## src/sv/c2p_pkg.sv

```systemverilog
// ----------------------------------------------------------------------------
// c2p_pkg: shared types and constants for the complex-to-polar converter
// Sample and result formats, CORDIC word widths, the arctangent table and
// the inverse gain calculation used by the rotation chain and scaler.
// ----------------------------------------------------------------------------
package c2p_pkg;

    // field and datapath widths
    localparam int SAMPLE_WIDTH = 16;
    localparam int GUARD_BITS   = 12;
    localparam int XY_W         = SAMPLE_WIDTH + GUARD_BITS + 3;
    localparam int Z_W          = 27;
    localparam int MAG_W        = 16;
    localparam int PHASE_W      = 16;
    localparam int TABLE_LEN    = 32;

    // magnitude product: high half times gain plus shifted low half times gain
    localparam int XH_W    = XY_W - 1 - 16;
    localparam int PROD_W  = XH_W + 32 + 1;
    localparam int ROUND_SH = 16 + GUARD_BITS;

    // phase after rounding from 16 to 7 fraction bits
    localparam int PH_WIDE_W = Z_W + 1 - 9;

    localparam logic signed [PHASE_W-1:0] HALF_TURN_Q7    = 16'sd23040;
    localparam logic signed [PHASE_W-1:0] QUARTER_TURN_Q7 = 16'sd11520;
    localparam logic signed [Z_W-1:0]     HALF_TURN_Q16   = 27'sd11796480;

    localparam logic [63:0] INV_GAIN_Q32        = 64'd2608131496;
    localparam logic [63:0] INV_GAIN_TWO_THIRDS = 64'd1738754331;

    typedef logic signed [Z_W-1:0] angle_t;

    // atan(2^-i) in degrees with 16 fraction bits
    localparam angle_t ANGLE_TABLE [TABLE_LEN] = '{
        27'sd2949120, 27'sd1740967, 27'sd919879, 27'sd466945,
        27'sd234379,  27'sd117304,  27'sd58666,  27'sd29335,
        27'sd14668,   27'sd7334,    27'sd3667,   27'sd1833,
        27'sd917,     27'sd458,     27'sd229,    27'sd115,
        27'sd57,      27'sd29,      27'sd14,     27'sd7,
        27'sd4,       27'sd2,       27'sd1,      27'sd0,
        27'sd0,       27'sd0,       27'sd0,      27'sd0,
        27'sd0,       27'sd0,       27'sd0,      27'sd0
    };

    typedef struct packed {
        logic signed [SAMPLE_WIDTH-1:0] real_part;
        logic signed [SAMPLE_WIDTH-1:0] imag_part;
    } sample_t;

    typedef struct packed {
        logic        [MAG_W-1:0]   magnitude;
        logic signed [PHASE_W-1:0] phase_deg;
    } polar_t;

    typedef struct packed {
        logic signed [XY_W-1:0] x;
        logic signed [XY_W-1:0] y;
        logic signed [Z_W-1:0]  z;
    } cordic_t;

    // result for samples on an axis, which skip the rotation result
    typedef struct packed {
        logic   bypass;
        polar_t result;
    } side_t;

    // inverse CORDIC gain in Q32 with the finite-stage correction
    function automatic logic [31:0] inv_gain(input int stages);
        logic [63:0] corr;
        corr = INV_GAIN_TWO_THIRDS >> (2 * stages);
        return 32'(INV_GAIN_Q32 + corr);
    endfunction

endpackage

```

## src/sv/c2p_prep.sv

```systemverilog
// ----------------------------------------------------------------------------
// c2p_prep: input conditioning stage
// Folds left half plane samples into the right half plane, seeds the angle
// accumulator and resolves samples lying on an axis directly.
// ----------------------------------------------------------------------------
module c2p_prep (
    input  logic              aclk,
    input  logic              aresetn,
    input  logic              en,
    input  logic              in_valid,
    input  c2p_pkg::sample_t  in_sample,
    output logic              out_valid,
    output c2p_pkg::cordic_t  out_data,
    output c2p_pkg::side_t    out_side
);

    logic                                   valid_reg;
    c2p_pkg::cordic_t                       data_reg, data_next;
    c2p_pkg::side_t                         side_reg, side_next;

    logic signed [c2p_pkg::SAMPLE_WIDTH:0]  re_ext, im_ext, re_abs, im_abs;
    logic signed [c2p_pkg::XY_W-1:0]        re_wide, im_wide;
    logic                                   re_neg, im_neg, re_zero, im_zero;

    // sign handling and axis detection
    always_comb begin
        re_ext  = (c2p_pkg::SAMPLE_WIDTH + 1)'(in_sample.real_part);
        im_ext  = (c2p_pkg::SAMPLE_WIDTH + 1)'(in_sample.imag_part);
        re_neg  = in_sample.real_part[c2p_pkg::SAMPLE_WIDTH-1];
        im_neg  = in_sample.imag_part[c2p_pkg::SAMPLE_WIDTH-1];
        re_zero = (in_sample.real_part == '0);
        im_zero = (in_sample.imag_part == '0);
        re_abs  = re_neg ? -re_ext : re_ext;
        im_abs  = im_neg ? -im_ext : im_ext;
        re_wide = c2p_pkg::XY_W'(re_ext) <<< c2p_pkg::GUARD_BITS;
        im_wide = c2p_pkg::XY_W'(im_ext) <<< c2p_pkg::GUARD_BITS;
    end

    // seed values for the rotation chain
    always_comb begin
        if (re_neg) begin
            data_next.x = -re_wide;
            data_next.y = -im_wide;
            data_next.z = im_neg ? -c2p_pkg::HALF_TURN_Q16 : c2p_pkg::HALF_TURN_Q16;
        end else begin
            data_next.x = re_wide;
            data_next.y = im_wide;
            data_next.z = '0;
        end
    end

    // axis samples bypass the rotations
    always_comb begin
        side_next.bypass = im_zero || re_zero;
        if (im_zero) begin
            side_next.result.magnitude = c2p_pkg::MAG_W'(re_abs);
            side_next.result.phase_deg = re_neg ? c2p_pkg::HALF_TURN_Q7 : '0;
        end else begin
            side_next.result.magnitude = c2p_pkg::MAG_W'(im_abs);
            side_next.result.phase_deg = im_neg ? -c2p_pkg::QUARTER_TURN_Q7
                                                : c2p_pkg::QUARTER_TURN_Q7;
        end
    end

    always_ff @(posedge aclk) begin
        if (!aresetn) begin
            valid_reg <= 1'b0;
        end else if (en) begin
            valid_reg <= in_valid;
        end
    end

    always_ff @(posedge aclk) begin
        if (en) begin
            data_reg <= data_next;
            side_reg <= side_next;
        end
    end

    assign out_valid = valid_reg;
    assign out_data  = data_reg;
    assign out_side  = side_reg;

endmodule

```

## config.mk

```make
export PLATFORM = sky130hd
export DESIGN_NAME = c2p_prep
export DESIGN_NICKNAME = d
export VERILOG_FILES = /design/src/sv/c2p_pkg.sv /design/src/sv/c2p_prep.sv
export SDC_FILE = /design/constraint.sdc
export NUM_CORES = 1
export LEC_CHECK = 0
export ABC_AREA = 1
export BUFFER_PORTS_ARGS = -buffer_cell sky130_fd_sc_hd__buf_2
export CORE_MARGIN = 2
export CORE_UTILIZATION = 37
export CTS_BUF_LIST = sky130_fd_sc_hd__clkbuf_8 sky130_fd_sc_hd__clkbuf_16
export DETAILED_ROUTE_END_ITERATION = 10
export GPL_TIMING_DRIVEN = 1
export PLACE_DENSITY = 0.73
export SLEW_MARGIN = 20
export SYNTH_ARGS = -nofsm -noshare
export SYNTH_HDL_FRONTEND = slang
export SYNTH_SLANG_ARGS = --single-unit
```

## constraint.sdc

```tcl
create_clock -name aclk -period 1.7 [get_ports aclk]
set_input_delay 0.17 -clock aclk [delete_from_list [all_inputs] [get_ports aclk]]
set_output_delay 0.17 -clock aclk [all_outputs]
set_load 0.05 [all_outputs]
```

; After elaboration in Yosys (flattened, before gate mapping)
; Index checks and enable logic that the tools add are counted.
; Widths: inputs -> output; s select.
[totals]
ff_bits = 123
latch_bits = 0
ramBits = 0
mem_bits_ro = 0
out_inout_bits = 123
elab_cells = 23
mem_count = 0
[classes]
add_sub_neg = 4
mul = 0
div = 0
n_lt_le_gt_ge = 0
eq_ne = 0
shifts = 0
muxes = 7
bitwise_logic = 0
reduce_logical = 3
[ops]
columns = cell, count
row1 = $mux 85, 1
row2 = $neg 28->31, 2
row3 = $mux 16, 3
row4 = $logic_not 16->1, 2
row5 = $mux 32, 1
row6 = $neg 16->16, 2
row7 = $mux 27, 1
row8 = $mux 15, 1
row9 = $logic_or 1x1->1, 1

; Depth between registers and ports, before layout
[depth]
ltp_word = 3
mapped_depth = 11

; Worst setup path after synthesis
; OpenSTA, ideal clock, no wires.
[synth_timing]
path_type = input -> register
from = input port in_sample[1] (netlist name)
to = register side_reg (netlist bit out_side[17]) (data pin)
arrival_time_ps = 1164
t_required_ps = 1437
setup_slack_ps = 272
stages = 7
n_path_buf = 0
cell_sequence = inv_1 -> ha_1 -> nand3_2 -> nor2_4 -> nand3_4 -> nand2_1 -> o211ai_2
[synth_rtl]
columns = element, line
row1 = "start, declared", c2p_prep.sv:11  ; input c2p_pkg::sample_t in_sample,
row2 = "end signal, assigned", c2p_prep.sv:76  ; side_reg <= side_next;
row3 = "end, declared", c2p_prep.sv:19  ; c2p_pkg::side_t side_reg, side_next;

==> results.py <==
metrics = {
    "floorplanning": {
        "die_w_um": 106,
        "floorplan.die.height_um": 106,
        "design.portCount": 159,
        "initial_core_util": 0.374,
        "core_region_area_mm2": 0.0102,
        "die-area_mm2": 0.0111,
        "floorplan.rows": 37,
    },
    "cts": {
        "cts.path.max_buffers": 2,
        "quantity_of_gates_resized_following_cts": 0,
        "cts_inserted_buffers": 9,
        "cts_setup_buffers": 0,
        "cts.clk_slew.worst_paths_ns": 0.07,
        "clkSinkCount": 64,
        "tritoncts_clock_tree": "yes",
        "cts.hold.buffers_added": 0,
        "worst_skew_pair.late_latency_ns": 0.35,
        "cts_root_buf": "clkbuf_8",
        "cts-htree-levels": 3,
    },
    "global_route": {
        "grt_max_degree": 66,
        "grt_pass1_wl_mm": 14.3,
        "antenna_found_initial": 0,
        "grt_pass1_vias": 2861,
        "groute.usage.overall": 0.170,
        "grt_remaining_overflow": 0,
    },
    "yosys": {
        "synth_sequential_area_ratio": 0.501,
        "synth_most_common_cell": "nand2_1",
        "synthDistinctLibCells": 36,
        "synth_enable_flop_cells": 63,
        "ys_async_sr_fraction": 0,
        "synth.avg_cell_area_um2": 9.26,
        "yosys_top_cell_area_share": 0.496,
        "post_synth_inst_count": 412,
        "yosys.area.top_type": "edfxtp_1",
        "ys.flop_type": "edfxtp_1",
        "post_synth_most_frequent_cells": "nand2_1 (103), edfxtp_1 (63), buf_4 (60)",
        "post_synth_instance_area_mm2": 0.00381,
        "yosysWarningCount": 0,
        "synth_seq_cells": 64,
        "synth_top_cells_by_area": "edfxtp_1 (50%), buf_4 (12%), nand2_1 (10%)",
    },
    "final_layout": {
        "layout.cells.non_filler": 666,
        "nNetsFinal": 565,
        "fillers": 1022,
        "n_antenna_cell": 0,
        "layout.core_utilization": 0.441,
        "final_layout_size_suffix_gt1_frac": 0.298,
        "syn2layout_area_growth_pct": 17.7,
        "post_layout_instance_area_mm2": 0.00449,
    },
    "sta": {
        "timing.final.hold_violations": 0,
        "final.min_clock_period_ns": 1.29,
        "finalClockSkew_ns": 0,
        "rsz_0062_raised_after_global_routing": "false",
        "max_freq_mhz": 778,
        "post-route-period-util": 0.756,
        "count_of_pins_over_their_slew_limit": 0,
        "setup_violations": 0,
        "holdWs_ns": 0.0101,
    },
    "worst_setup_path": {
        "cp_slowest_cell": "o21ai_0",
        "crit_required_ns": 1.94,
        "crit_chain": "buf_2 -> inv_1 -> ha_1 -> nand3_2 -> nor2_4 -> nand3_4 -> o21ai_0 -> buf_4",
        "timing.critical_path.max_delay_family": "simple AND/OR/NAND/NOR gates",
        "worstPathArrival_ns": 1.52,
        "worst-setup-path-type": "in -> reg",
        "crit_buf_inv": 3,
        "worstPathMaxFanout": 8,
        "worst_setup_path_end_kind": "flop",
        "critPathMaxStageDelay_ns": 0.28,
        "crit_path_start_kind": "input port",
    },
    "route": {
        "violation_count_after_the_first_detailed_routing_iteration": 129,
        "final_antenna_net_count": 0,
        "drt-wirelength-per-cell_um": 13.9,
        "drt-pass1-iter-count": 5,
        "postRouteWirelength_mm": 9.27,
        "routed_via_density": 4.55,
        "routed-via-count": 3032,
        "drc_errors": 0,
    },
    "power": {
        "power.static_leakage_uw": 0.00211,
        "vdd_ir_drop_max_mv": 0.376,
        "power-per-cell-area_mw_per_mm2": 992,
        "totalPowerFinal_uw": 4450,
    },
    "run": {
        "cap_viol_max_count": 0,
    },
    "status": {
        "outcome": "finished clean",
    },
    "place": {
        "routabilityCongestion": 0.899,
        "port_buffers": 108,
        "placedCellCount": 650,
        "place.detailed.hpwl_mm": 7.18,
        "placed_cell_area_mm2": 0.00432,
    },
    "worst_hold_path": {
        "worstHoldPathType": "in -> reg",
    },
}
## cell families (layout without fill, tap and decap cells)
group,after synthesis,in the layout,share of synthesized area
buffers and inverters,112,178,0.172
AND/OR/NAND/NOR,184,184,0.223
other,1,53,0.000983
flip-flops,64,64,0.501
XOR/XNOR,12,12,0.0335
AO/OA/AOI/OAI,35,35,0.0558
adder cells (fa/ha/maj),4,4,0.0131
## report_power, final
part           switching [uW]  total (uW)  internal [uW]
combinational            1120        1360            239
clock                     562        1150            585
sequential               43.3        1950           1900
## state kept, by name (all words and copies together), names as in the netlist
name	cells
out_side	22
out_valid	1
out_data	41
## worst paths after layout
check,from,end,slack [ns],cells past startpoint
setup / recovery,in_sample[0],out_side[12],0.41,8
hold / removal,in_sample[16],out_data[70],0.01,1
setup reg to reg,out_valid,out_valid,1.04,2
hold reg to reg,out_valid,out_valid,0.56,2
## metal layers
layer | up-vias | GRT usage | routed length, um
li1 | 1469 | - | -
met1 | 1381 | 0.206 | 3850
met2 | 167 | 0.283 | 4310
met3 | 15 | 0.0612 | 982
met4 | 0 | 0.0526 | 123
met5 | - | 0 | 0
## cells in the final DEF, fill, tap and decap left out, types with 4 or more instances in the layout
cell,Yosys,routed
xor2_1,5,5
nand3_1,35,35
inv_1,39,43
buf_4,60,9
xnor2_1,4,4
nand4_1,4,4
o21ai_0,20,20
o21ai_1,4,4
nor2_1,22,22
inv_2,5,5
buf_2,3,108
nor2_4,5,5
nand2_1,103,103
edfxtp_1,63,63
ha_1,4,4
conb_1,1,53
clkbuf_8,0,11
## final cells by class
cell class / instances / area, um2 / share of cell area
Multi-Input combinational cell: 288 / 1440 / 0.321
Timing Repair Buffer: 118 / 628 / 0.140
Clock buffer: 11 / 151 / 0.0337
Sequential cell: 64 / 1910 / 0.426
Tap cell: 136 / 170 / 0.0379
Clock inverter: 5 / 20.0 / 0.00446
Inverter: 44 / 165 / 0.0368
## metrics by stage
stage / worst slack, ns / TNS, ns
2_1_floorplan: 0.272 / 0
3_3_place_gp: -0.0147 / -0.0147
3_5_place_dp: 0.0124 / 0
4_1_cts: 0.383 / 0
5_1_grt: 0.224 / 0
6_report: 0.414 / 0
(Power assumes the default switching activity.)
