==> config.mk <==
export PLATFORM = sky130hd
export DESIGN_NAME = c2p_cell
export DESIGN_NICKNAME = d
export VERILOG_FILES = /design/src/sv/c2p_pkg.sv /design/src/sv/c2p_cell.sv
export SDC_FILE = /design/constraint.sdc
export NUM_CORES = 1
export LEC_CHECK = 0
export ABC_AREA = 1
export BUFFER_PORTS_ARGS = -buffer_cell sky130_fd_sc_hd__clkbuf_2
export CORE_MARGIN = 2
export CORE_UTILIZATION = 50
export DETAILED_ROUTE_END_ITERATION = 6
export GPL_ROUTABILITY_DRIVEN = 0
export PLACE_DENSITY = 0.81
export SYNTH_ARGS = -nofsm -noshare
export SYNTH_HDL_FRONTEND = slang
export SYNTH_SLANG_ARGS = --single-unit
==> constraint.sdc <==
create_clock -name aclk -period 3.7 [get_ports aclk]
set_input_delay 0 -clock aclk [delete_from_list [all_inputs] [get_ports aclk]]
set_output_delay 0 -clock aclk [all_outputs]
set_load 0.05 [all_outputs]
==> src/sv/c2p_pkg.sv <==
// ----------------------------------------------------------------------------
// c2p_pkg: shared types and constants for the complex-to-polar converter
// Sample and result formats, CORDIC word widths, the arctangent table and
// the inverse gain calculation used by the rotation chain and scaler.
// ----------------------------------------------------------------------------
package c2p_pkg;

    // field and datapath widths
    localparam int SAMPLE_WIDTH = 16;
    localparam int GUARD_BITS   = 12;
    localparam int XY_W         = SAMPLE_WIDTH + GUARD_BITS + 3;
    localparam int Z_W          = 27;
    localparam int MAG_W        = 16;
    localparam int PHASE_W      = 16;
    localparam int TABLE_LEN    = 32;

    // magnitude product: high half times gain plus shifted low half times gain
    localparam int XH_W    = XY_W - 1 - 16;
    localparam int PROD_W  = XH_W + 32 + 1;
    localparam int ROUND_SH = 16 + GUARD_BITS;

    // phase after rounding from 16 to 7 fraction bits
    localparam int PH_WIDE_W = Z_W + 1 - 9;

    localparam logic signed [PHASE_W-1:0] HALF_TURN_Q7    = 16'sd23040;
    localparam logic signed [PHASE_W-1:0] QUARTER_TURN_Q7 = 16'sd11520;
    localparam logic signed [Z_W-1:0]     HALF_TURN_Q16   = 27'sd11796480;

    localparam logic [63:0] INV_GAIN_Q32        = 64'd2608131496;
    localparam logic [63:0] INV_GAIN_TWO_THIRDS = 64'd1738754331;

    typedef logic signed [Z_W-1:0] angle_t;

    // atan(2^-i) in degrees with 16 fraction bits
    localparam angle_t ANGLE_TABLE [TABLE_LEN] = '{
        27'sd2949120, 27'sd1740967, 27'sd919879, 27'sd466945,
        27'sd234379,  27'sd117304,  27'sd58666,  27'sd29335,
        27'sd14668,   27'sd7334,    27'sd3667,   27'sd1833,
        27'sd917,     27'sd458,     27'sd229,    27'sd115,
        27'sd57,      27'sd29,      27'sd14,     27'sd7,
        27'sd4,       27'sd2,       27'sd1,      27'sd0,
        27'sd0,       27'sd0,       27'sd0,      27'sd0,
        27'sd0,       27'sd0,       27'sd0,      27'sd0
    };

    typedef struct packed {
        logic signed [SAMPLE_WIDTH-1:0] real_part;
        logic signed [SAMPLE_WIDTH-1:0] imag_part;
    } sample_t;

    typedef struct packed {
        logic        [MAG_W-1:0]   magnitude;
        logic signed [PHASE_W-1:0] phase_deg;
    } polar_t;

    typedef struct packed {
        logic signed [XY_W-1:0] x;
        logic signed [XY_W-1:0] y;
        logic signed [Z_W-1:0]  z;
    } cordic_t;

    // result for samples on an axis, which skip the rotation result
    typedef struct packed {
        logic   bypass;
        polar_t result;
    } side_t;

    // inverse CORDIC gain in Q32 with the finite-stage correction
    function automatic logic [31:0] inv_gain(input int stages);
        logic [63:0] corr;
        corr = INV_GAIN_TWO_THIRDS >> (2 * stages);
        return 32'(INV_GAIN_Q32 + corr);
    endfunction

endpackage

==> src/sv/c2p_cell.sv <==
// ----------------------------------------------------------------------------
// c2p_cell: one CORDIC micro-rotation in vectoring mode
// Turns the vector towards the real axis by atan(2^-STAGE_IDX) and adds or
// subtracts the angle in the accumulator, then hands the word to the next cell.
// ----------------------------------------------------------------------------
module c2p_cell #(
    parameter int STAGE_IDX = 0
) (
    input  logic              aclk,
    input  logic              aresetn,
    input  logic              en,
    input  logic              in_valid,
    input  c2p_pkg::cordic_t  in_data,
    input  c2p_pkg::side_t    in_side,
    output logic              out_valid,
    output c2p_pkg::cordic_t  out_data,
    output c2p_pkg::side_t    out_side
);

    logic                             valid_reg;
    c2p_pkg::cordic_t                 data_reg, data_next;
    c2p_pkg::side_t                   side_reg;

    logic signed [c2p_pkg::XY_W-1:0]  x_in, y_in, xs, ys;
    c2p_pkg::angle_t                  z_in;

    // shifted cross terms, floor shift
    always_comb begin
        x_in = in_data.x;
        y_in = in_data.y;
        z_in = in_data.z;
        xs   = x_in >>> STAGE_IDX;
        ys   = y_in >>> STAGE_IDX;
    end

    // rotate against the sign of y
    always_comb begin
        if (!y_in[c2p_pkg::XY_W-1]) begin
            data_next.x = x_in + ys;
            data_next.y = y_in - xs;
            data_next.z = z_in + c2p_pkg::ANGLE_TABLE[STAGE_IDX];
        end else begin
            data_next.x = x_in - ys;
            data_next.y = y_in + xs;
            data_next.z = z_in - c2p_pkg::ANGLE_TABLE[STAGE_IDX];
        end
    end

    always_ff @(posedge aclk) begin
        if (!aresetn) begin
            valid_reg <= 1'b0;
        end else if (en) begin
            valid_reg <= in_valid;
        end
    end

    always_ff @(posedge aclk) begin
        if (en) begin
            data_reg <= data_next;
            side_reg <= in_side;
        end
    end

    assign out_valid = valid_reg;
    assign out_data  = data_reg;
    assign out_side  = side_reg;

endmodule

== After elaboration in Yosys (flattened, before gate mapping) ==
Index checks and enable logic that the tools add are counted.

* Register bits: 123
* Input bits: 126
* Word-level logic and storage cells: 13

* Add/sub/neg operators: 5
* Muxes and demuxes: 1

{| class="wikitable"
|+ Operators with widths
! operator !! count
|-
| $mux 89 || 1
|-
| $sub 31x31->31 || 2
|-
| $add 31x31->31 || 1
|-
| $add 27x23->27 const B || 1
|-
| $sub 27x23->27 const B || 1
|}

== Logic depth before layout (Yosys ltp) ==
* Depth in word-level cells: 2
* Depth in mapped cells: 16

== Least setup slack after synthesis ==
No wires, ideal clock.

* Path kind: input -> register
* Start point: input port in_data[27] (netlist bit)
* End point: register data_reg (netlist bit out_data[55]) (data pin)
* Data arrival time: 1.323 ns
* Slack: 2.123 ns
* Cell stages on the path: 13
* Buffers on the path: 0
* Cells stage by stage: ha_1 -> inv_1 -> fa_1 -> inv_1 -> nand2_1 -> nand3_1 -> nand3_1 -> nand3_1 -> nand2_1 -> nand2_1 -> nand2_1 -> nand3_1 -> nand2_1

{| class="wikitable"
|+ RTL lines
! element !! line !! RTL
|-
| from (decl) || c2p_cell.sv:13 || <nowiki>input c2p_pkg::cordic_t in_data,</nowiki>
|-
| to (signal assigned) || c2p_cell.sv:59 || <nowiki>data_reg <= data_next;</nowiki>
|-
| to (decl) || c2p_cell.sv:21 || <nowiki>c2p_pkg::cordic_t data_reg, data_next;</nowiki>
|}

==> results <==
- The run finished, with violations left.
- The final reports fail on DRC.
- The final setup violation count is 0.
- The worst min-delay path endpoint is out_data[27].
- The most repeated cell in the gate-level netlist after synthesis is sky130_fd_sc_hd__nand2_1.
- The hold violation total from the final report is 0.
- Row generation in the floorplan step produced 55 rows.
- The biggest area contributor in the post-synthesis netlist is sky130_fd_sc_hd__edfxtp_1.
- Of the total power, registers draw 0.314.
- The pin count of the biggest net entering global routing is 70.
- The buffer count from post-CTS setup fixing is 0.
- The H-tree depth is 4.
- Synthesis produced a netlist whose cell count is 1686.
- In this design, the critical path's most frequently occurring cell is sky130_fd_sc_hd__nand2_1.
- The endpoint identified for the worst register-to-register timing path is out_valid.
- Once the clock tree was built, the resizer swapped 0 gates to a different size.
- For this block, the initial DRC count from the detailed router was 1291.
- The cell at the root of the clock tree is sky130_fd_sc_hd__clkbuf_16.
- The worst setup path is captured at a flip-flop.
- Dividing the final minimum period by the clock period gives 0.608.
- Counting flops and latches in the post-synthesis netlist gives 122.
- The sequential share of the synthesized area is 0.317.
- On the critical path, the stage with the largest delay is an instance of sky130_fd_sc_hd__dlygate4sd3_1.
- Dividing total power by cell area gives a power density of 403 nW/um^2.
- The signal on the critical path passes through dlygate4sd3_1, clkbuf_2, ha_1, inv_1, fa_1, inv_1, nand2_1, nand3_1, nand3_1, nand3_1, nand2_1, nand2_1, nand2_1, nand3_1, nand2_1.
- The worst-case IR drop observed on VDD is 0.269 mV.
- Timing would allow up to 445 MHz.
- The most used flip-flop cell after synthesis is sky130_fd_sc_hd__edfxtp_1.
- The number of stages on the worst hold path is 4.
- The critical path launch point type is an input port.
- The number of violations of the max-capacitance limit is 0.
- Dividing the detail-routed wire length by the instance count gives 15.4 microns.
- The setup path with the least slack is of type in2reg.
- The detailed-routing iteration count for the pre-antenna-repair pass is 7.
- The final sum of negative setup slack is 0 ns.
- Data arrives at the worst endpoint at 2.41 ns.
- The startpoint of the lowest-slack hold path is in_data[27].
- The worst path required time is 3.87 ns.
- The total overflow reported by the global router is 0.
- Once detail routing completed, the nets flagged for antenna violations numbered 0.
- The via count of the first global-routing pass came to 11402.
- By area the synthesized netlist is led by sky130_fd_sc_hd__edfxtp_1, sky130_fd_sc_hd__nand2_1, sky130_fd_sc_hd__ha_1.
- The number of cell instances on the worst register-to-register path is 3.
- At the later pin of the worst-skew pair, clock insertion delay measures 0.42 ns.
- The CTS clock-pin slew for the worst setup and hold paths is 0.06 ns.
- For this run, the share of the core covered by cells in the final layout is 0.621.
- The area of the placeable core is 22600 sq um.
- Averaged over all synthesized cells, the footprint is 6.83 sq um.
- Summed over all cells, the static leakage comes to 7.78 nW.
- The growth of design area from synthesis to finish is 22.0%.
- The number of clock buffers added by TritonCTS is 17.
- The number of slew-limit violations in the final report is 0.
- Of the total power, the clock network draws 0.306.
- The number of distinct library cell variants in the gate-level netlist after synthesis is 45.
- The worst pin sits at a relative slew slack of 0.357.
- The first-pass GRT wire length is 55100 microns.
- For this design the top-level I/O count stands at 249.
- The via density per instance is 5.31.
- The number of antenna violations at the first check in global routing is 1.
- The clock passes through at most 2 buffers.
- In the synthesized netlist the async set-or-reset flop fraction comes to 0.
- The initial utilization of the core area, before any placement, comes to 0.509.
- The cell-internal power is 0.00333 W.
- The final layout contains routed wiring with a total length of 34900 microns.
- In this run the cell area of the synthesized design comes to 11500 sq um.
- In the global route stage, overall resource usage came out at 0.287.
- The critical path's top delay family is simple AND/OR/NAND/NOR gates.
- In the routed design, unresolved DRC markers number 5.
- The worst clock skew is 0 ns.
- After synthesis, the most frequently instantiated cells are sky130_fd_sc_hd__nand2_1, sky130_fd_sc_hd__inv_1, sky130_fd_sc_hd__nand3_1, sky130_fd_sc_hd__edfxtp_1, sky130_fd_sc_hd__ha_1.
- The share of total power dissipated in combinational logic is 0.380.
- Along the worst path, the maximum fanout reaches 3.
- Clock tree synthesis found a total of 122 sinks.
- The number of hold buffers added after CTS was 54.
- The worst register-to-register path has a setup slack of 2.49 ns.
- The overall die area is 24300 sq um.
- The time the final worst path needs with I/O delays and setup is 2.25 ns.
- Port buffering added 248 buffers.
- Measured along the y axis, the die boundary spans 156 microns.
- In this design, the stage delay of the slowest critical-path cell is 0.53 ns.
- For this block, the via count after detailed routing is 12058.
- The number of nets in the synthesized netlist is 1924.
- The floorplan step set the die width to 156 microns.
- The min-delay analysis places its worst path in the category in2reg.
- The share of final-layout standard cells stronger than drive strength 1 is 0.167.
- The switching portion of total power is 0.413.
- The total inserted antenna cells is 0.
- Setup repair after global routing left no endpoint under its margin.
- The net count of the finished layout is 2209.
- In this run the power spent charging and discharging nets is 0.00234 W.
- The total half-perimeter wirelength after legalization and detailed placement is 27300 microns.
- The path length in cells of the critical path is 15.
- The startpoint identified for the worst register-to-register timing path is out_valid.
- The count of warnings emitted by yosys is 0.
- The number of buffer and inverter instances along the worst setup path is 4.
- For the pin with the worst max-slew slack, the measured transition is 0.965 ns.
- The share of Yosys cell area claimed by the top area cell type is 0.315.
- Yosys mapped a number of flops with a built-in enable equal to 121.
- The number of filler cells placed in the layout is 2007.
- The CTS tree is yes.
==> flip-flops by register name (all words and copies together) (netlist names) <==
name,cells
out_data,88
out_valid,1
out_side,33
==> worst max path at each step <==
| stage | startpoint | to |
|---|---|---|
| 2_1_floorplan | in_data[27] | out_data[55] |
| 3_3_place_gp | in_data[32] | out_data[82] |
| 5_1_grt | in_data[58] | out_data[55] |
| 6_report | in_data[58] | out_data[78] |
| 3_5_place_dp | in_data[34] | out_data[78] |
| 4_1_cts | in_data[58] | out_data[78] |
==> kinds of logic (layout without fill, tap and decap cells) <==
family	count (synthesis)	in the layout	share of synthesized area
fa+ha+maj	112	112	0.124
xor+xnor	33	33	0.0251
mux	4	4	0.00348
flops	122	122	0.317
simple gates	905	905	0.334
compound gates	143	143	0.0680
buf+inv	367	665	0.128
==> layout make-up <==
class                      count  area (sq um)  share of cell area
inverter                     328          1230              0.0876
sequential                   122          3650               0.260
timing repair buffer         305          1820               0.129
tap                          285           357              0.0254
multi-input combinational   1197          6400               0.455
clock buffer                  17           425              0.0303
clock inverter                15           176              0.0125
==> power groups by stage <==
stage	clock network [W]	logic [W]	registers, W
after global placement	0	0.00203	0.00180
after CTS	0.00176	0.00211	0.00178
after floorplan	0	0.000944	0.00237
after global routing	0.00182	0.00233	0.00180
after detailed placement	0	0.00206	0.00181
final	0.00173	0.00216	0.00178
==> layout by cell type (no fill, tap or decap), drive strengths merged, types with 2 or more instances in the layout <==
cell,instances
dlygate4sd3,54
o21ai,42
a21oi,75
nor2,103
xnor2,4
inv,335
nand3b,6
nand3,161
buf,4
edfxtp,121
a31oi,3
and2,3
nor3,6
xor2,29
ha,108
o22ai,5
clkbuf,264
nand2,598
mux2i,4
clkinv,5
nand4,26
o21a,4
fa,4
bufinv,2
o21bai,11
==> routing by layer <==
layer,part of all wire,vias to the layer above,GRT usage
li1,-,5863,-
met1,0.40,5381,0.364
met2,0.46,696,0.486
met3,0.10,116,0.0503
met4,0.037,2,0.115
met5,0.00026,-,0
==> worst min-delay path: stages <==
cell,delay (ns)
sky130_fd_sc_hd__clkbuf_2,0.11
sky130_fd_sc_hd__inv_1,0.07
sky130_fd_sc_hd__ha_1,0.12
sky130_fd_sc_hd__inv_1,0.03
==> metrics by stage <==
| stage | setup slack [ns] | hold slack, ns | power, W | instance area, sq um | instances |
|---|---|---|---|---|---|
| after floorplan | 2.12 | 0.0935 | 0.00332 | 11500 | 1686 |
| after detailed placement | 1.55 | 0.179 | 0.00387 | 12900 | 2183 |
| after global routing | 1.38 | 0.0825 | 0.00595 | 14100 | 2269 |
| final | 1.45 | 0.0750 | 0.00567 | 14100 | 2269 |
| after CTS | 1.51 | 0.0399 | 0.00566 | 14100 | 2269 |
| after global placement | 1.63 | 0.177 | 0.00383 | 12900 | 2183 |
No activity file was read; power rests on OpenSTA's default activity.
