===== src/sv/c2p_pkg.sv =====
// ----------------------------------------------------------------------------
// c2p_pkg: shared types and constants for the complex-to-polar converter
// Sample and result formats, CORDIC word widths, the arctangent table and
// the inverse gain calculation used by the rotation chain and scaler.
// ----------------------------------------------------------------------------
package c2p_pkg;

    // field and datapath widths
    localparam int SAMPLE_WIDTH = 16;
    localparam int GUARD_BITS   = 12;
    localparam int XY_W         = SAMPLE_WIDTH + GUARD_BITS + 3;
    localparam int Z_W          = 27;
    localparam int MAG_W        = 16;
    localparam int PHASE_W      = 16;
    localparam int TABLE_LEN    = 32;

    // magnitude product: high half times gain plus shifted low half times gain
    localparam int XH_W    = XY_W - 1 - 16;
    localparam int PROD_W  = XH_W + 32 + 1;
    localparam int ROUND_SH = 16 + GUARD_BITS;

    // phase after rounding from 16 to 7 fraction bits
    localparam int PH_WIDE_W = Z_W + 1 - 9;

    localparam logic signed [PHASE_W-1:0] HALF_TURN_Q7    = 16'sd23040;
    localparam logic signed [PHASE_W-1:0] QUARTER_TURN_Q7 = 16'sd11520;
    localparam logic signed [Z_W-1:0]     HALF_TURN_Q16   = 27'sd11796480;

    localparam logic [63:0] INV_GAIN_Q32        = 64'd2608131496;
    localparam logic [63:0] INV_GAIN_TWO_THIRDS = 64'd1738754331;

    typedef logic signed [Z_W-1:0] angle_t;

    // atan(2^-i) in degrees with 16 fraction bits
    localparam angle_t ANGLE_TABLE [TABLE_LEN] = '{
        27'sd2949120, 27'sd1740967, 27'sd919879, 27'sd466945,
        27'sd234379,  27'sd117304,  27'sd58666,  27'sd29335,
        27'sd14668,   27'sd7334,    27'sd3667,   27'sd1833,
        27'sd917,     27'sd458,     27'sd229,    27'sd115,
        27'sd57,      27'sd29,      27'sd14,     27'sd7,
        27'sd4,       27'sd2,       27'sd1,      27'sd0,
        27'sd0,       27'sd0,       27'sd0,      27'sd0,
        27'sd0,       27'sd0,       27'sd0,      27'sd0
    };

    typedef struct packed {
        logic signed [SAMPLE_WIDTH-1:0] real_part;
        logic signed [SAMPLE_WIDTH-1:0] imag_part;
    } sample_t;

    typedef struct packed {
        logic        [MAG_W-1:0]   magnitude;
        logic signed [PHASE_W-1:0] phase_deg;
    } polar_t;

    typedef struct packed {
        logic signed [XY_W-1:0] x;
        logic signed [XY_W-1:0] y;
        logic signed [Z_W-1:0]  z;
    } cordic_t;

    // result for samples on an axis, which skip the rotation result
    typedef struct packed {
        logic   bypass;
        polar_t result;
    } side_t;

    // inverse CORDIC gain in Q32 with the finite-stage correction
    function automatic logic [31:0] inv_gain(input int stages);
        logic [63:0] corr;
        corr = INV_GAIN_TWO_THIRDS >> (2 * stages);
        return 32'(INV_GAIN_Q32 + corr);
    endfunction

endpackage


===== src/sv/c2p_scale.sv =====
// ----------------------------------------------------------------------------
// c2p_scale: gain correction and output formatting
// Multiplies the grown real part by the inverse CORDIC gain in one
// registered stage, then rounds and saturates magnitude and phase.
// ----------------------------------------------------------------------------
module c2p_scale #(
    parameter logic [31:0] INV_GAIN = 32'd2608131496
) (
    input  logic              aclk,
    input  logic              aresetn,
    input  logic              en,
    input  logic              in_valid,
    input  c2p_pkg::cordic_t  in_data,
    input  c2p_pkg::side_t    in_side,
    output logic              out_valid,
    output c2p_pkg::polar_t   out_result
);

    localparam logic [c2p_pkg::PROD_W-1:0] ROUND_HALF =
        c2p_pkg::PROD_W'(1) << (c2p_pkg::ROUND_SH - 1);

    logic                                    valid_reg;
    logic [c2p_pkg::PROD_W-1:0]              hi_reg, hi_next;
    logic [31:0]                             lo_reg, lo_next;
    logic signed [c2p_pkg::PHASE_W-1:0]      phase_reg, phase_next;
    c2p_pkg::side_t                          side_reg;

    logic [c2p_pkg::XY_W-2:0]                ux;
    logic [c2p_pkg::XH_W+31:0]               hi_prod;
    logic [47:0]                             lo_prod;
    logic signed [c2p_pkg::Z_W:0]            z_round;
    logic signed [c2p_pkg::PH_WIDE_W-1:0]    ph_wide;

    logic [c2p_pkg::PROD_W-1:0]              p_sum;
    logic [c2p_pkg::PROD_W-c2p_pkg::ROUND_SH-1:0] mag_wide;
    logic [c2p_pkg::MAG_W-1:0]               mag_sat;

    // gain products, negative x clamps to zero
    always_comb begin
        ux      = in_data.x[c2p_pkg::XY_W-1] ? '0 : in_data.x[c2p_pkg::XY_W-2:0];
        hi_prod = ux[c2p_pkg::XY_W-2:16] * INV_GAIN;
        lo_prod = ux[15:0] * INV_GAIN;
        hi_next = c2p_pkg::PROD_W'(hi_prod);
        lo_next = lo_prod[47:16];
    end

    // phase rounding half up to 7 fraction bits with saturation
    always_comb begin
        z_round = (c2p_pkg::Z_W + 1)'(in_data.z) + (c2p_pkg::Z_W + 1)'(256);
        ph_wide = c2p_pkg::PH_WIDE_W'(z_round >>> 9);
        priority if (ph_wide > c2p_pkg::PH_WIDE_W'(c2p_pkg::HALF_TURN_Q7)) begin
            phase_next = c2p_pkg::HALF_TURN_Q7;
        end else if (ph_wide < -c2p_pkg::PH_WIDE_W'(c2p_pkg::HALF_TURN_Q7)) begin
            phase_next = -c2p_pkg::HALF_TURN_Q7;
        end else begin
            phase_next = c2p_pkg::PHASE_W'(ph_wide);
        end
    end

    always_ff @(posedge aclk) begin
        if (!aresetn) begin
            valid_reg <= 1'b0;
        end else if (en) begin
            valid_reg <= in_valid;
        end
    end

    always_ff @(posedge aclk) begin
        if (en) begin
            hi_reg    <= hi_next;
            lo_reg    <= lo_next;
            phase_reg <= phase_next;
            side_reg  <= in_side;
        end
    end

    // final sum, rounding and saturation of the magnitude
    always_comb begin
        p_sum    = hi_reg + c2p_pkg::PROD_W'(lo_reg) + ROUND_HALF;
        mag_wide = p_sum[c2p_pkg::PROD_W-1:c2p_pkg::ROUND_SH];
        mag_sat  = (mag_wide > (c2p_pkg::PROD_W - c2p_pkg::ROUND_SH)'(16'hFFFF))
                   ? '1 : c2p_pkg::MAG_W'(mag_wide);
    end

    // axis samples take their precomputed result
    always_comb begin
        if (side_reg.bypass) begin
            out_result = side_reg.result;
        end else begin
            out_result.magnitude = mag_sat;
            out_result.phase_deg = phase_reg;
        end
    end

    assign out_valid = valid_reg;

endmodule


===== config.mk =====
export PLATFORM = sky130hd
export DESIGN_NAME = c2p_scale
export DESIGN_NICKNAME = d
export VERILOG_FILES = /design/src/sv/c2p_pkg.sv /design/src/sv/c2p_scale.sv
export SDC_FILE = /design/constraint.sdc
export NUM_CORES = 1
export LEC_CHECK = 0
export ABC_CLOCK_PERIOD_IN_PS = 8900
export BUFFER_PORTS_ARGS = -buffer_cell sky130_fd_sc_hd__buf_2
export CAP_MARGIN = 0
export CORE_MARGIN = 2
export CORE_UTILIZATION = 60
export CTS_CLUSTER_DIAMETER = 100
export CTS_CLUSTER_SIZE = 16
export DETAILED_ROUTE_END_ITERATION = 16
export GPL_TIMING_DRIVEN = 0
export PLACE_DENSITY = 0.87
export SETUP_SLACK_MARGIN = 0.3
export SYNTH_ARGS = -nofsm -noshare
export SYNTH_HDL_FRONTEND = slang
export SYNTH_SLANG_ARGS = --single-unit

===== constraint.sdc =====
create_clock -name aclk -period 8.9 [get_ports aclk]
set_input_delay 1.335 -clock aclk [delete_from_list [all_inputs] [get_ports aclk]]
set_output_delay 1.335 -clock aclk [all_outputs]
set_load 0.005 [all_outputs]

# --- After elaboration in Yosys (flattened, before gate mapping) ---
# Index checks and enable logic that the tools add are counted.
totals:
  ff_bits: 125
  in_bits: 126
  output_inout_bits: 33
classes:
  addsub: 3
  n_mul: 2
  n_lt_le_gt_ge: 3
  muxes: 4
  reduce_logical: 1
ops:
  columns: ["op", "count"]
  rows:
  - ["46-bit by 32-bit adder with 47-bit output", 1]
  - ["47-bit by 28-bit adder with 47-bit output (second input constant)", 1]
  - ["16-bit by 29-bit multiplier with 45-bit output (second input constant)", 1]
  - ["14-bit by 29-bit multiplier with 43-bit output (second input constant)", 1]
  - ["19-bit by 16-bit > comparator with 1-bit output (second input constant)", 2]
  - ["16-bit 2-to-1 mux", 2]
  - ["32-bit 2-to-1 mux", 1]
  - ["30-bit 2-to-1 mux", 1]
  - ["27-bit by 10-bit adder with 28-bit output (second input constant)", 1]
  - ["19-bit by 16-bit less-than comparator with 1-bit output (second input constant)", 1]
  - ["2-bit OR reduction", 1]

# --- Longest topological paths before layout ---
# Gate-level depths: netlist (run 1).
logic_depth:
  depth_word: 5
  depth_mapped: 26
  ltp_nobuf: 24

# --- Least setup slack after synthesis (run 1) ---
# No wires, ideal clock.
synth_timing:
  kind: "input -> register"
  from: "input port in_data[88] (netlist bit)"
  to: "register hi_reg[45] (netlist bit), data pin"
  setup_time_ns: 0.255
  arrival_ns: 7.416
  t_required_ns: 8.645
  path_slack_ns: 1.229
  stages: 23
  n_path_buf: 3
  cell_sequence: "clkbuf_1 > clkbuf_1 > nand2b_1 > inv_1 > ha_1 > inv_1 > fa_1 > inv_1 > ha_1 > fa_1 > fa_1 > fa_1 > ha_1 > buf_2 > a211oi_2 > o211ai_1 > a21boi_2 > a21boi_2 > a211oi_2 > o311ai_4 > a21o_1 > or4b_1 > and3_1"
synth_between:
  elab_chain_len: 2
synth_rtl:
  columns: ["item", "line_no", "rtl"]
  rows:
  - ["start: declaration", "c2p_scale.sv:13", "input c2p_pkg::cordic_t in_data,"]
  - ["30-bit 2-to-1 mux", "c2p_scale.sv:40", "ux = in_data.x[c2p_pkg::XY_W-1] ? '0 : in_data.x[c2p_pkg::XY_W-2:0];"]
  - ["14-bit by 29-bit multiplier with 43-bit output", "c2p_scale.sv:41", "hi_prod = ux[c2p_pkg::XY_W-2:16] * INV_GAIN;"]
  - ["named net hi_prod (one bit)", "c2p_scale.sv:29", "logic [c2p_pkg::XH_W+31:0] hi_prod;"]
  - ["end signal: assignment", "c2p_scale.sv:70", "hi_reg <= hi_next;"]
  - ["end: declaration", "c2p_scale.sv:23", "logic [c2p_pkg::PROD_W-1:0] hi_reg, hi_next;"]
# The timed path passes the listed nets, and every way through them passes these cells.
# A chain may end at the register's enable or synchronous reset.

# --- Final worst setup path (run 1) ---
layout_timing:
  from: "input port in_data[88] (netlist bit)"
  to: "register lo_reg[25], data pin"
layout_between:
  elab_chain_len: 2
layout_rtl:
  columns: ["item", "line_no", "rtl"]
  rows:
  - ["30-bit 2-to-1 mux", "c2p_scale.sv:40", null]
  - ["16-bit by 29-bit multiplier with 45-bit output", "c2p_scale.sv:42", "lo_prod = ux[15:0] * INV_GAIN;"]
  - ["named net lo_prod[41]", "c2p_scale.sv:30", "logic [47:0] lo_prod;"]
  - ["end signal: assignment", "c2p_scale.sv:71", "lo_reg <= lo_next;"]
  - ["end: declaration", "c2p_scale.sv:24", "logic [31:0] lo_reg, lo_next;"]
# The timed path passes the listed nets, and every way through them passes these cells.

==> results.ini, run 1 <==
[place]
dpl.hpwl_um=45200
port_buffers=116
gp_congestion=1.03
dpl_cell_area_um2=22400
dp_cells=2628

[synth]
synthFlopType=edfxtp_1
syn_nets=2849
synth_common_cells=inv_1, ha_1, fa_1
yosysSeqAreaShare=0.172
syn_avg_cell_area_um2=10.3
ys_ff_latch=122
synth_area_leaders=fa_1, ha_1, edfxtp_1, inv_1, xnor2_1
synth_cell_types=83
synthArstFlopShare=0
synth_top_cell_by_area=fa_1
synth_top_area_frac=0.302
ys_warn_count=0
synth_most_common_cell=inv_1
syn_inst=2056
synth-edff-count=121
syn-cell-area_um2=21200

[detailed_routing]
totalWireLength_um=52300
wire_per_inst_um=19.6
ant_nets=0
first_iter_violations=1043
vias=15100
drc_errors=0
viasPerCell=5.65
firstDrtPassIters=5

[setup_path]
cp_slowest_cell=fa_1
r2r-start=out_valid
crit_top_cell=fa_1
cp_slowest_stage_delay_ps=630
critPathBufInv=8
cp_cell_sequence=buf_2 > buf_4 > buf_2 > nor2b_2 > ha_1 > inv_1 > fa_1 > inv_1 > fa_1 > fa_1 > fa_1 > inv_1 > fa_1 > inv_1 > ha_1 > a222oi_1 > nand3_1 > o311a_1 > o211ai_1 > buf_4 > a21boi_1 > or2_1 > a21oi_1 > xnor2_2
critPathArrivalTime_ps=8550
r2r_end=out_valid
worstSetupEndpointType=flop
rr_worst_depth=2
cp-start-kind=input port
cp.required_ps=9050
crit_type=in2reg
critPathMaxFanout=10
r2r_slack_ps=8290
crit_family=adder cells

[hold_path]
hold_path.class=reg2reg
min-delay-start=out_valid
holdPathEnd=out_valid
hold_depth=2

[clock_tree]
clk_path_buf_depth=2
cts_buffers=17
cts.sinks=122
clk-insertion-delay-late_ps=420
cts.clk_slew.worst_paths_ps=60
htreeDepth=4
cts-root-buf=clkbuf_16
cts_tree=done

[layout]
finish.instance_area_um2=23100
drive_above_1_share=0.108
fill_cells=2636
fin_cells=2666
nets=2990
largest_register_ffs=43
synthToLayoutAreaGrowth_pct=9.10

[floorplan]
io_pins=159
start_util=0.611
core_um2=34700
die-area_um2=36900
die-height_um=192
core.rowCount=68
die-width_um=192

[sta]
setup_viol=0
max_freq_ghz=0.119
drv_slew=0
fin_crit_ps=8400
hold_ws_ps=550
min_period_over_period=0.944
worstMarginPinSlew_ps=825
skew_ps=0
setup-tns-final_ps=0
rsz0062_at_grt=false
slew_headroom=0.449
final_hold_viol_count=0

[pwr]
peakVddDrop_v=0.000227
p_per_area_nw_per_um2=376
power_leakage_nw=11.9

[global_routing]
grt_pass1_vias=15500
grt_use_total=0.294
antenna_found_initial=1
grt_pass1_wl_um=81500
grt-ovfl-total=0
grt_max_degree=71

[flow_run]
maxCapViolations=0

[run_status]
run_status=complete, no violations

[what timing repair did]
item                                   in CTS  in global routing
buffers inserted                            1                  4
resized for setup                          12                 19
hold buffers                                0                  0
endpoints found under the hold margin       0                  0
setup endpoints to repair                  25                 19
pin swaps                                   1                  0
[stage by stage]
| step | total power [mW] | util | setup slack [ps] |
|---|---|---|---|
| after CTS | 8.57 | 0.664 | 303 |
| after global routing | 9.55 | 0.667 | 328 |
| after global placement | 7.52 | 0.644 | -941 |
| after floorplan | 6.08 | - | 1230 |
| final | 8.70 | 0.667 | 497 |
| after detailed placement | 7.75 | 0.645 | -1060 |
[layer usage]
metal | up-vias | wire [um] | GRT usage
met4 | 0 | 867 | 0.0708
met5 | - | 0 | 0
met2 | 633 | 23800 | 0.466
met1 | 7407 | 22600 | 0.410
li1 | 6945 | - | -
met3 | 68 | 4970 | 0.0698
[cells in the final DEF, fill, tap and decap left out, types with 15 or more instances in the layout]
cell	n
clkbuf_16	17
nor3_1	15
mux2_2	16
nand4_1	15
fa_1	320
xnor2_1	68
nor2_1	78
inv_1	532
nand2b_1	29
a21oi_1	73
o21ai_0	44
ha_1	344
nor2b_1	23
xor2_1	31
a21o_1	31
nand2_1	63
nand3_1	28
buf_2	121
o21a_1	19
edfxtp_1	121
o21bai_1	15
[cell families after synthesis]
kind of cell | Yosys count | synth area share
muxes | 17 | 0.00897
xor gates and xnor gates | 105 | 0.0434
and+or+nand+nor | 307 | 0.0750
DFF | 122 | 0.172
buffers and inverters | 555 | 0.0989
AOI/OAI and AO/OA | 283 | 0.0949
adders and majority gates | 667 | 0.507
[worst min-delay path, stage by stage, from the launching register on]
cell	delay, ps
dfxtp_1	310
mux2i_1	130
nor2b_1	60
[final cells by class]
cell class | count | area (um2) | share of cell area
flip-flops and latches | 122 | 3650 | 0.158
repair buffers | 122 | 648 | 0.0280
inverters | 534 | 2010 | 0.0868
plain buffers | 21 | 105 | 0.00454
clock buffers | 17 | 425 | 0.0184
multi-input cells | 1379 | 15500 | 0.672
clock inverters | 15 | 181 | 0.00784
well taps | 455 | 569 | 0.0246
diodes | 1 | 2.50 | 0.000108
[report_power, final]
| part | switching (mW) | leakage [nW] | internal (mW) |
|---|---|---|---|
| clock network | 0.277 | 0.296 | 0.423 |
| registers | 0.0760 | 1.19 | 1.09 |
| logic | 4.00 | 10.5 | 2.84 |
[worst max-delay path by stage]
stage | depth (start not counted) | start | endpoint
after floorplan | 23 | in_data[88] | hi_reg[45]
after global placement | 24 | in_data[88] | lo_reg[31]
after detailed placement | 24 | in_data[88] | lo_reg[31]
after CTS | 26 | in_data[88] | lo_reg[29]
after global routing | 23 | in_data[88] | hi_reg[38]
final | 24 | in_data[88] | lo_reg[25]
Note: power is estimated with default switching activity, not from simulation.
==> run 2: changes to the inputs <==
Settings changed: CELL_PAD_IN_SITES_DETAIL_PLACEMENT set to 0, CELL_PAD_IN_SITES_GLOBAL_PLACEMENT set to 1, CORE_ASPECT_RATIO set to 1.4, CORE_UTILIZATION 60 to 50, PLACE_DENSITY 0.87 to 0.9.
==> run 2 against run 1 <==
Effect of this change:
- die area grew 20%
- setup slack improved by 40 ps
- combinational power is 2% lower
- clock skew did not move
- first-iteration DRC count fell by 26%
- sequential share of layout area fell by 0.064 points
- utilization decreased by 11 points
- count of clock-buffer cells in the layout unchanged
- non-clock buffer count unchanged
- wire length up 1.2%
- hold slack improved by 33 ps
- largest cell class unchanged
==> results.ini, run 2 (same netlist as run 1, synthesis figures left out) <==
[run_status]
run_status=complete, no violations  ; unchanged

[floorplan]
start_util=0.505  ; was 0.611
core_um2=42000  ; was 34700 um2
io_pins=159  ; unchanged
die-height_um=248  ; was 192 um
die-area_um2=44100  ; was 36900 um2
core.rowCount=89  ; was 68
die-width_um=178  ; was 192 um

[layout]
largest_register_ffs=43  ; unchanged
fin_cells=2756  ; was 2666
fill_cells=3690  ; was 2636
multi_input_area_um2=15500  ; about the same
final_cell_mix=inv_1, ha_1, fa_1  ; unchanged
synthToLayoutAreaGrowth_pct=9.54  ; was 9.10%
final_common_cell=inv_1  ; unchanged
final_util=0.554  ; was 0.667
ff_latch_area_um2=3650  ; unchanged
finish.instance_area_um2=23200  ; was 23100 um2
nets=2990  ; unchanged
antenna_cells=0  ; was 1
drive_above_1_share=0.106  ; was 0.108

[setup_path]
critPathMaxFanout=10  ; unchanged
critPathArrivalTime_ps=8600  ; was 8550 ps
cp-start-kind=input port  ; unchanged
worstSetupStartpoint=in_data[88]  ; unchanged
worstSetupEndpointType=flop  ; unchanged
rr_worst_depth=2  ; unchanged
setup.worst_path.end=lo_reg[31]  ; was lo_reg[25]
cp.required_ps=9140  ; was 9050 ps
r2r-start=out_valid  ; unchanged
r2r_slack_ps=8240  ; was 8290 ps
crit_type=in2reg  ; unchanged
r2r_end=out_valid  ; unchanged

[clock_tree]
htreeDepth=4  ; unchanged
cts.sinks=122  ; unchanged
cts.clk_slew.worst_paths_ps=60  ; about the same
clk_path_buf_depth=2  ; unchanged
cts_tree=done  ; unchanged
cts_buffers=17  ; unchanged
cts-root-buf=clkbuf_16  ; unchanged
clk-insertion-delay-late_ps=430  ; was 420 ps

[sta]
rsz0062_at_grt=false  ; unchanged
max_freq_ghz=0.120  ; was 0.119 GHz
fin_crit_ps=8360  ; was 8400 ps
setup_viol=0  ; unchanged
slew_headroom=0.450  ; was 0.449
worstMarginPinSlew_ps=823  ; was 825 ps
drv_slew=0  ; unchanged
hold_ws_ps=583  ; was 550 ps
skew_ps=0  ; unchanged
final_hold_viol_count=0  ; unchanged
min_period_over_period=0.940  ; was 0.944

[detailed_routing]
vias=14700  ; was 15100
wire_per_inst_um=19.2  ; was 19.6 um
ant_nets=0  ; unchanged
firstDrtPassIters=5  ; unchanged
first_iter_violations=774  ; was 1043
drc_errors=0  ; unchanged
viasPerCell=5.35  ; was 5.65
totalWireLength_um=52900  ; was 52300 um

[place]
port_buffers=116  ; unchanged
dpl_cell_area_um2=22500  ; was 22400 um2
dpl.hpwl_um=46700  ; was 45200 um
gp_congestion=1.05  ; was 1.03
dp_cells=2719  ; was 2628

[global_routing]
antenna_found_initial=0  ; was 1
grt_use_total=0.253  ; was 0.294
grt-ovfl-total=0  ; unchanged
grt_pass1_wl_um=83700  ; was 81500 um
grt_pass1_vias=16200  ; was 15500
grt_max_degree=71  ; unchanged

[flow_run]
maxCapViolations=0  ; unchanged

[hold_path]
hold_path.class=reg2reg  ; unchanged

[pwr]
p_per_area_nw_per_um2=368  ; was 376 nW/um2
peakVddDrop_v=0.000481  ; was 0.000227 V
power_leakage_nw=11.9  ; about the same

run 2: cell count changes in the layout (fill, tap and decap cells not counted), sizes merged:
cell      previous run  this run
diode                1         0
inv                541       542
clkinvlp             2         3
buf                131       129
clkbuf              29        31
bufinv               2         1
clkinv               4         3
run 2: per-stage QoR:
stage	power, mW	setup slack (ps)	setup TNS [ps]
finish	8.56	537	0
global route	9.47	328	0
CTS	8.58	371	0
detailed placement	7.82	-938	-18130
global placement	7.73	-889	-17330
floorplan	6.08	1230	0
run 2: critical path, stage by stage:
cell,delay [ps]
clkbuf_4,210
clkbuf_8,230
clkbuf_4,240
nor2b_1,590
ha_1,470
inv_1,210
fa_1,440
inv_1,190
fa_1,470
fa_1,530
fa_1,580
inv_1,60
fa_1,530
inv_1,40
ha_1,380
a21oi_1,250
o211ai_1,160
o31ai_2,330
o21ai_0,180
a21oi_1,290
a21oi_1,180
nor4_2,300
o21bai_1,120
xnor2_1,250
run 2: report_power, final:
| group | internal [mW] | total (mW) | switching [mW] |
|---|---|---|---|
| registers | 1.08 | 1.16 | 0.0720 |
| logic | 2.80 | 6.69 | 3.89 |
| clock network | 0.400 | 0.705 | 0.305 |
| total | 4.29 | 8.56 | 4.27 |
run 2: layer usage:
layer / wire [um] / GRT usage
met1: 18900 / 0.257
met5: 0 / 0
met4: 3970 / 0.166
met3: 1690 / 0.0260
met2: 28300 / 0.484
run 2: final cells by class:
type	instances	share of cell area
inverters	534	0.0864
multi-input cells	1379	0.668
flip-flops and latches	122	0.157
plain buffers	21	0.00468
clock inverters	15	0.00754
clock buffers	17	0.0183
well taps	546	0.0294
repair buffers	122	0.0280
run 2: what timing repair did:
| item | in CTS | in global routing |
|---|---|---|
| pin swaps | 0 | 2 |
| hold buffers | 0 | 0 |
| setup buffers | 0 | 5 |
| resized for setup | 10 | 16 |
| setup endpoints to repair | 38 | 15 |
run 2: worst min path at each step:
stage / slack, ps / from / depth (start not counted) / to
global route: 610 / out_valid / 2 / out_valid
finish: 580 / out_valid / 2 / out_valid
global placement: 500 / out_valid / 2 / out_valid
detailed placement: 520 / out_valid / 2 / out_valid
CTS: 600 / out_valid / 2 / out_valid
floorplan: 510 / out_valid / 2 / out_valid
